## config.mk

```make
export PLATFORM = sky130hd
export DESIGN_NAME = tcce_ctrl
export DESIGN_NICKNAME = d
export VERILOG_FILES = /design/src/rtl/tcce_pkg.sv /design/src/rtl/tcce_ctrl.sv
export SDC_FILE = /design/constraint.sdc
export NUM_CORES = 1
export LEC_CHECK = 0
export BUFFER_PORTS_ARGS = -buffer_cell sky130_fd_sc_hd__buf_4
export CAP_MARGIN = 40
export CELL_PAD_IN_SITES_DETAIL_PLACEMENT = 0
export CELL_PAD_IN_SITES_GLOBAL_PLACEMENT = 2
export CORE_MARGIN = 1
export CORE_UTILIZATION = 23
export DETAILED_ROUTE_END_ITERATION = 8
export PLACE_DENSITY = 0.75
export SLEW_MARGIN = 25
export SYNTH_ARGS = -nofsm -noshare
export SYNTH_HDL_FRONTEND = slang
export SYNTH_SLANG_ARGS = --single-unit
```

## constraint.sdc

```tcl
create_clock -name clock -period 1.3 [get_ports clock]
set_input_delay 0.13 -clock clock [delete_from_list [all_inputs] [get_ports clock]]
set_output_delay 0.13 -clock clock [all_outputs]
set_load 0.01 [all_outputs]
```

## src/rtl/tcce_pkg.sv

```systemverilog
// Shared types, character codes and helpers for the text console cursor engine.
`default_nettype none

package tcce_pkg;

   // field widths fixed by the item format
   localparam int COL_W   = 7;
   localparam int ROW_W   = 5;
   localparam int CHAR_W  = 8;
   localparam int COLOR_W = 8;
   localparam int CELL_W  = 16;

   // default geometry
   localparam int DEF_COLUMNS  = 80;
   localparam int DEF_ROWS     = 25;
   localparam int DEF_TAB_STOP = 8;

   // tab search covers every multiple of the smallest stop up to the widest line
   localparam int COL_LIMIT = 128;
   localparam int TAB_MULTS = 64;

   // console control characters
   localparam logic [CHAR_W-1:0] CHAR_NEWLINE   = 8'h0A;
   localparam logic [CHAR_W-1:0] CHAR_RETURN    = 8'h0D;
   localparam logic [CHAR_W-1:0] CHAR_TAB       = 8'h09;
   localparam logic [CHAR_W-1:0] CHAR_BACKSPACE = 8'h08;
   localparam logic [CHAR_W-1:0] CHAR_BLANK     = 8'h20;

   // attribute used by the power-on fill and the color register reset
   localparam logic [COLOR_W-1:0] COLOR_RESET = 8'h07;

   typedef enum logic [1:0] {
      OP_CONSOLE = 2'd0,
      OP_WRITE   = 2'd1,
      OP_CLEAR   = 2'd2,
      OP_READ    = 2'd3
   } op_type;

   typedef enum logic [2:0] {
      ST_INIT,
      ST_IDLE,
      ST_EXEC,
      ST_FILL,
      ST_RESP
   } state_type;

   // controller to datapath
   typedef struct packed {
      logic take;        // latch the request beat
      logic exec;        // perform the latched operation
      logic fill_step;   // write one cell of the running sweep
      logic fill_reset;  // sweep writes the power-on blank
      logic rsp_load;    // load the response register
   } dp_cmd_type;

   // datapath to controller
   typedef struct packed {
      op_type op;
      logic   need_fill;
      logic   fill_last;
      logic   rsp_free;
   } dp_status_type;

   // next tab stop strictly beyond col
   function automatic logic [7:0] next_tab_stop(input logic [COL_W-1:0] col,
                                                input int tab_stop);
      logic [7:0] stop;
      stop = 8'(COL_LIMIT);
      for (int k = TAB_MULTS; k >= 1; k--) begin
         if (k * tab_stop > int'(col)) begin
            stop = 8'(k * tab_stop);
         end
      end
      return stop;
   endfunction

endpackage

`default_nettype wire

```

## src/rtl/tcce_ctrl.sv

```systemverilog
// Sequencer for the text console cursor engine: accept, execute, sweep, respond.
`default_nettype none

module tcce_ctrl
   import tcce_pkg::*;
(
   input  wire logic          clock,
   input  wire logic          reset,
   input  wire logic          req_tvalid,
   output logic               req_ready,
   input  wire dp_status_type status,
   output dp_cmd_type         cmd
);

   state_type state_ff;
   state_type state_in;

   // state register
   always_ff @(posedge clock) begin
      if (reset) begin
         state_ff <= ST_INIT;
      end else begin
         state_ff <= state_in;
      end
   end

   // next state and commands
   always_comb begin
      state_in  = state_ff;
      cmd       = '0;
      req_ready = 1'b0;
      unique case (state_ff)
         ST_INIT: begin
            // power-on blank of the whole store
            cmd.fill_step  = 1'b1;
            cmd.fill_reset = 1'b1;
            if (status.fill_last) begin
               state_in = ST_IDLE;
            end
         end
         ST_IDLE: begin
            req_ready = 1'b1;
            if (req_tvalid) begin
               cmd.take = 1'b1;
               state_in = ST_EXEC;
            end
         end
         ST_EXEC: begin
            cmd.exec = 1'b1;
            if (status.need_fill) begin
               state_in = ST_FILL;
            end else if (status.op == OP_READ) begin
               state_in = ST_RESP;
            end else if (status.rsp_free) begin
               cmd.rsp_load = 1'b1;
               state_in     = ST_IDLE;
            end else begin
               state_in = ST_RESP;
            end
         end
         ST_FILL: begin
            cmd.fill_step = 1'b1;
            if (status.fill_last) begin
               if (status.rsp_free) begin
                  cmd.rsp_load = 1'b1;
                  state_in     = ST_IDLE;
               end else begin
                  state_in = ST_RESP;
               end
            end
         end
         ST_RESP: begin
            if (status.rsp_free) begin
               cmd.rsp_load = 1'b1;
               state_in     = ST_IDLE;
            end
         end
         default: begin
            state_in = ST_INIT;
         end
      endcase
   end

endmodule

`default_nettype wire

```

==> metrics list, run 1 <==
- Clock power share: 0.338
* Global routing met1 resource utilization: 0.157
* Gate count of the mapped netlist: 43
* Status: finished, violations left
- Latest clock arrival within the worst-skew pair: between 0.2 and 0.25 ns
- On the final layout, the worst clock skew is approximately 0.0015 ns.
* Final Instance Area: 596 um2
* Cell area after synthesis: about 340 um2
- CTS built an H-tree with a depth of 1.
- VDD sags by at most 0.447 mV.
- Number of global-route vias before repair: 371
- The register with the most flip-flops in the final layout is state_ff.
- Sink count of the clock tree: 3
* Crit path max fanout: 4
- For this run, global-route usage on met3 was measured as 0.0333.
* Final-layout worst hold slack: 0.0941 ns
* Pin count of the biggest net entering global routing: 8
* Signed area change from the synthesized netlist to the final layout: 73.7%
- Initial antenna violation count: 0
* Net switching component of the power: 147 uW
* Reg-to-reg startpoint: state_ff[0]$_SDFFE_PP0P_
- Combinational cell fraction of total power: 0.433
- Setup violations remaining at the end of the flow were counted as 2.
- In the post-route analysis, the smallest setup slack over all paths is -0.0740 ns.
- Dividing the detail-routed wire length by the instance count gives roughly 11 um.
- The setup path with the least slack is of type reg2out.
* Post-layout instance count excluding filler cells: between 80 and 90
- Measured along the y axis, the die boundary spans 40.6 um.
- The count of nets left with antenna violations once routing finished came out at 0.
- For this block, the routed nets add up to 883 um of wire.
* First DRT Iteration DRCs: 9
* Unrepaired setup endpoints after global routing: true
* Placed wire-length estimate after detailed placement: approximately 660 um
- In this run the worst hold path is classified as in2reg.
* Core Area: 0.00135 mm2
- TritonCTS built the clock tree.
- Worst-case headroom to the max-slew limit: 0.781
- Of the total power, the share spent switching nets is 0.305.
* Worst-case clock buffer depth: 2
- Number of flip-flops under the largest register name: 3
- STA puts the critical path data required time at 1.17 ns.
* Part of the total power dissipated in sequential elements: 0.229
- Grt met2 use: 0.226
- After detailed routing, the number of vias per cell comes to 4.81.
- Internal power summed over all cells: 335 uW
- For this run, the register share of the synthesized area comes to 0.175.
- The routed layout has 399 vias.
- Die outline width: ~41 um
* Clk Tree Root Cell: clkbuf_4
* Final weighted congestion of routability-driven global placement: between 0.7 and 0.8
- In this run the most critical hold path is launched from reset.
* Slowest cell delay on critical path: 0.35 ns
- For this design the top-level I/O count stands at 14.
- Summing all placed instances gives a cell area of 498 um2.
- For this configuration, the core starts out at a cell density of 0.254.
- Global-route wire length before repair: 1.45 mm
* Warnings, synthesis: 0
- Leaving out fill and tap cells, the most frequent cell in the layout is buf_4.
- Summed over all cells, the static leakage comes to between 0.2 and 0.3 nW.
- Achievable clock frequency: 728 MHz
- Crit path capture type: output port
- In the final design database the tool counted 77 nets.
- Failing checks: setup timing
- Final-layout fill cell count: 137
- Of the available clock period, the critical path in the final layout requires 1.06.
- The library cells used most frequently in the layout, excluding fill and tap cells, are buf_4, buf_6, nor2_1.
* Startpoint types: register
- Port Buffer Count: 13
- Across every metal layer, demand over resource in global routing totals 0.133.
- Peak-usage layer in the global routing report: met2
- Cell type of the slowest stage on the worst timing path: dfxtp_4
- Across the run, the number of max-cap violations was 0.
* Total inserted antenna cells: 0
- The die covers roughly 0.0016 mm2.
* Number of library cell types mapped by synthesis: 26
- Tightest Pin Transition: 0.326 ns
- Final critical delay including setup and external delays: ~1.4 ns
- First drt pass iteration count: 4
- Number of buffers inserted during clock tree synthesis: 3
- A synthesized cell averages around 8 um2.
- Number of storage elements in the synthesis netlist: 3
* Biggest registers after layout: state_ff: 3 flops
- Cells after DPL: 76
* Cell Chain, Critical Path: and2b_2 > nand2_2 > o21ai_2 > a22o_1 > buf_6
- Signal arrival time at the worst endpoint: about 1.2 ns
- DRC errors left: 0
- For this design the ratio of total power to cell area is 808 mW/mm2.
- Final Slew Violations: 0
* Launching element of the worst setup path: state_ff[2]$_SDFFE_PP0P_
- Share of post-route cells with drive strength above 1: 0.588
- Remaining Overflow, GRT: 0
- Synthesized Nets: 51
- Clock-pin slew was measured on the worst setup and hold paths at around 0.040 ns.
* Number of rows created at floorplan: 13
* Final hold viol count: 0
[worst max-delay path, delay by kind of cell (launching register included)]
kind                   cells  cell delay, ns
AND/OR/NAND/NOR            2            0.29
AO/OA/AOI/OAI              2            0.25
flip-flops                 1            0.35
buffers and inverters      1            0.12
[layer usage]
| layer | wire length (um) | part of all wire |
|---|---|---|
| met1 | 415 | 0.47 |
| met2 | 412 | 0.47 |
| met3 | 37 | 0.042 |
| met4 | 17 | 0.019 |
| met5 | 0 | 0 |
[metrics by stage]
stage | setup TNS, ns | power (mW) | worst slack (ns) | utilization
after floorplan | 0 | 0.214 | 0.156 | -
after global placement | -0.00913 | 0.296 | -0.00913 | 0.369
after detailed placement | -0.0233 | 0.295 | -0.0233 | 0.369
after CTS | -0.0991 | 0.480 | -0.0730 | 0.424
after global routing | -0.251 | 0.522 | -0.131 | 0.441
final | -0.0892 | 0.481 | -0.0740 | 0.441
[cell families after synthesis]
group                  after synthesis  share of synthesized area
buffers and inverters                5                      0.120
AND/OR/NAND/NOR                     19                      0.350
AO/OA/AOI/OAI                       15                      0.328
XOR/XNOR                             1                     0.0256
flip-flops                           3                      0.175
[path summary, 6_finish.rpt]
| check | depth (start not counted) | slack, ns | to |
|---|---|---|---|
| max | 5 | -0.07 | cmd[0] |
| min | 2 | 0.09 | state_ff[1]$_SDFFE_PP0P_ |
| max reg2reg | 5 | 0.04 | state_ff[2]$_SDFFE_PP0P_ |
| min reg2reg | 2 | 0.55 | state_ff[1]$_SDFFE_PP0P_ |
[power groups by stage]
stage | Clock, mW | Combinational, mW | Sequential (mW)
2_1_floorplan | 0 | 0.111 | 0.104
3_3_place_gp | 0 | 0.186 | 0.110
3_5_place_dp | 0 | 0.185 | 0.110
4_1_cts | 0.169 | 0.202 | 0.109
5_1_grt | 0.180 | 0.230 | 0.112
6_report | 0.163 | 0.208 | 0.110
[synth_stat cells (all sizes together)]
library cell | n | area share
and2b | 1 | 0.026
a21oi | 1 | 0.015
a22o | 1 | 0.026
nor2 | 7 | 0.13
o32a | 1 | 0.029
dfxtp | 3 | 0.18
buf | 3 | 0.099
a22oi | 1 | 0.022
xor2 | 1 | 0.026
nor3 | 1 | 0.015
o31ai | 1 | 0.036
o21ai | 4 | 0.058
o211a | 1 | 0.029
and2 | 1 | 0.018
a21o | 1 | 0.022
inv | 2 | 0.022
nand3b | 1 | 0.022
nand3 | 2 | 0.029
nor2b | 3 | 0.055
o31a | 1 | 0.026
nand2 | 3 | 0.055
a211oi | 2 | 0.044
a21boi | 1 | 0.022
[repair_timing]
item,CTS,global route
setup endpoints to repair,4,4
endpoints found under the hold margin,0,0
gates resized for setup,11,7
setup buffers,3,0
hold buffers,0,0
pin swaps,0,3
[cell type report]
cell class	count	area [um2]	area share
multi-input cells	35	260	0.437
repair buffers	24	211	0.355
flip-flops and latches	3	71.3	0.120
clock buffers	4	26.3	0.0441
well taps	15	18.8	0.0315
inverters	2	7.51	0.0126
Note: power is estimated with default switching activity, not from simulation.
==> run 2, diff against run 1 <==
--- a/config.mk
+++ b/config.mk
@@ -8,11 +8,11 @@
 export BUFFER_PORTS_ARGS = -buffer_cell sky130_fd_sc_hd__buf_4
 export CAP_MARGIN = 40
 export CELL_PAD_IN_SITES_DETAIL_PLACEMENT = 0
-export CELL_PAD_IN_SITES_GLOBAL_PLACEMENT = 2
-export CORE_MARGIN = 1
-export CORE_UTILIZATION = 23
+export CELL_PAD_IN_SITES_GLOBAL_PLACEMENT = 1
+export CORE_AREA = 2 2 39 41
 export DETAILED_ROUTE_END_ITERATION = 8
-export PLACE_DENSITY = 0.75
+export DIE_AREA = 0 0 41 43
+export PLACE_DENSITY = 0.67
 export SLEW_MARGIN = 25
 export SYNTH_ARGS = -nofsm -noshare
 export SYNTH_HDL_FRONTEND = slang
==> metrics list, run 2 (same netlist as run 1, synthesis figures left out) <==
* Post-placement cell area: 484 um2 (-2.8%)
* Latest clock arrival within the worst-skew pair: 0.24 ns (about the same)
- DIE AREA: 0.00176 mm2 (+6.9%)
- Final Instance Area: 597 um2 (+0.21%)
- The final hold violation count is 0 (unchanged).
- The total wire length is 889 um (+0.68%).
- Number of buffers inserted during clock tree synthesis: 3 (unchanged)
* Static Leakage: 0.273 nW (-2.6%)
- The worst slack on hold paths came to 0.0898 ns (-0.00431 ns).
- STA classifies the critical path startpoint as a register.
- Cells after DPL: 75 (-1.3%)
* Largest reg by FF count: state_ff
- The aggregate global-route resource usage is 0.125 (-0.00740).
- Net switching component of the power: 154 uW (+4.6%)
* Clk Tree Root Cell: clkbuf_4
* Failing checks: setup timing
- The number of maximum-capacitance constraint violations was 0 (unchanged).
* Reg-to-reg startpoint: state_ff[2]$_SDFFE_PP0P_
* Setup slack on the worst flop-to-flop path: 0.08 ns (+0.04 ns)
- Worst-case headroom to the max-slew limit: 0.764 (-0.0173)
* Worst-case clock buffer depth: 2 (unchanged)
- Number of rows created at floorplan: 14 (+1)
- Worst setup slack after layout: -0.0570 ns (+0.0170 ns)
- Leading cell type in the layout, fill and taps excluded: buf_4
- The floorplan core area is 0.00138 mm2 (+2.5%).
* Final critical delay including setup and external delays: 1.36 ns (-0.0170 ns)
- Fin nets: 76 (-1.3%)
* Post-Route Utilization: 0.431 (-0.00987)
- The highest attainable clock frequency was 737 MHz (+1.3%).
- The final weighted congestion in routability-driven placement was 0.745 (-3.2%).
- I/O pin count: 14 (unchanged)
* Share of the clock period used by the worst path: 1.04 (-0.0131)
* Tightest Pin Transition: 0.351 ns (+0.0257 ns)
- The power density relative to cell area came to 820 mW/mm2 (+1.4%).
- TritonCTS built the clock tree.
* Number of levels in the clock H-tree: 1 (unchanged)
- The clock-pin slew reported for the worst setup and hold paths after clock tree synthesis was 0.04 ns (about the same).
- The number of design rule violations left after detail routing came to 0 (unchanged).
* Clock power share: 0.347 (+0.009)
- Pin count of the biggest net entering global routing: 12 (+4)
- The total via count after detailed routing is 405 (+1.5%).
- The initial antenna violation count was 0 (unchanged).
* Biggest registers after layout: state_ff: 3 flops
- Global-route wire length before repair: 1.45 mm (unchanged)
- The total power draw is 489 uW (+1.6%).
- The per-cell routed wire length is 10.7 um (+0.68%).
* Number of global-route vias before repair: 347 (-6.5%)
* Placed wire-length estimate after detailed placement: 710 um (+6.9%)
* Worst reg2reg endpoint: state_ff[2]$_SDFFE_PP0P_
- The top cell types in the final layout, fill and taps aside, are buf_4, buf_6, nor2_1.
- The most critical setup path has its endpoint at cmd[0].
- The via density per instance was 4.88 (+1.5%).
- The initial core utilization was 0.248 (-0.00620).
* Crit Path Class: reg2out
- The number of cells traversed by the worst register-to-register path is 5 (unchanged).
* Post-layout instance count excluding filler cells: 83 (unchanged)
- Status: finished, violations left
- Setup repair after global routing could not meet its margin everywhere.
- Die boundary height: 43 um (+5.9%)
* Post-DRT Antenna Nets: 0 (unchanged)
- Internal power summed over all cells: 336 uW (+0.29%)
- The largest clock skew in the final design was 0.00851 ns (+0.00705 ns).
- Sink count of the clock tree: 3 (unchanged)
* Total inserted antenna cells: 0 (unchanged)
- Worst hold path class: in2reg
* Launching element of the worst setup path: state_ff[2]$_SDFFE_PP0P_
- First drt pass iteration count: 4 (unchanged)
* Crit path capture type: output port
- Number of flip-flops under the largest register name: 3 (unchanged)
* Part of the total power dissipated in sequential elements: 0.225 (-0.004)
* Switching fraction of total power: 0.314 (+0.00902)
- The area growth from synthesis to layout is 74.1%.
* Final Slew Violations: 0 (unchanged)
- The total grt overflow came to 0 (unchanged).
- The critical-path maximum fanout came to 2 (-2).
* Die outline width: 41 um (+0.97%)
* Share of post-route cells with drive strength above 1: 0.582 (-0.00615)
- Maximum VDD drop: 0.355 mV (-21%)
- Required time of the critical path: 1.17 ns (about the same)
- The count of input and output buffers is 13 (unchanged).
- Combinational cell fraction of total power: 0.428 (-0.005)
- First DRT Iteration DRCs: 5 (-4)
- Signal arrival time at the worst endpoint: 1.23 ns (about the same)
* Number of setup violations in the final report: 2 (unchanged)
## run 2: final cells by class
type / count / area, um2
clock buffers: 4 / 26.3
fillers: 144 / 787
inverters: 2 / 7.51
multi-input cells: 35 / 260
flip-flops and latches: 3 / 66.3
well taps: 16 / 20.0
repair buffers: 23 / 216
## run 2: routing by layer
metal  part of all wire  track usage  up-vias
met4              0.020       0.0800        0
met5                  0            0        -
met3              0.043       0.0471        2
met1               0.44        0.153      191
met2               0.49        0.175       11
li1                   -            -      201
## run 2: worst min path at each step
stage               startpoint                       end  slack [ns]  depth (start not counted)
floorplan                reset  state_ff[1]$_SDFFE_PP0P_        0.20                          1
global placement         reset  state_ff[1]$_SDFFE_PP0P_        0.34                          2
detailed placement       reset  state_ff[1]$_SDFFE_PP0P_        0.34                          2
CTS                      reset  state_ff[1]$_SDFFE_PP0P_        0.08                          2
global route             reset  state_ff[1]$_SDFFE_PP0P_        0.09                          2
finish                   reset  state_ff[1]$_SDFFE_PP0P_        0.09                          2
## run 2: through the flow
stage / worst slack [ns] / setup TNS (ns)
6_report: -0.0570 / -0.0600
3_3_place_gp: -0.0358 / -0.0358
4_1_cts: -0.0570 / -0.0570
2_1_floorplan: 0.156 / 0
5_1_grt: -0.123 / -0.309
3_5_place_dp: -0.0211 / -0.0211
## run 2: critical path: stages (launching register included)
cell and delay (ns):
dfxtp_2 0.32, and2b_2 0.22, nand2_2 0.08, o21ai_2 0.05, a22o_1 0.19, buf_6 0.12
## run 2: repair_timing
action                     in CTS  in global routing
gates resized for setup        11                  5
pin swaps                       2                  4
hold buffers                    0                  0
setup buffers                   2                  2
setup endpoints to repair       6                  7
## run 2: power by group through the flow
stage	combinational, mW	clock (mW)	sequential, mW
floorplan	0.111	0	0.104
global placement	0.185	0	0.110
detailed placement	0.185	0	0.110
CTS	0.199	0.174	0.110
global route	0.227	0.184	0.112
finish	0.209	0.170	0.110
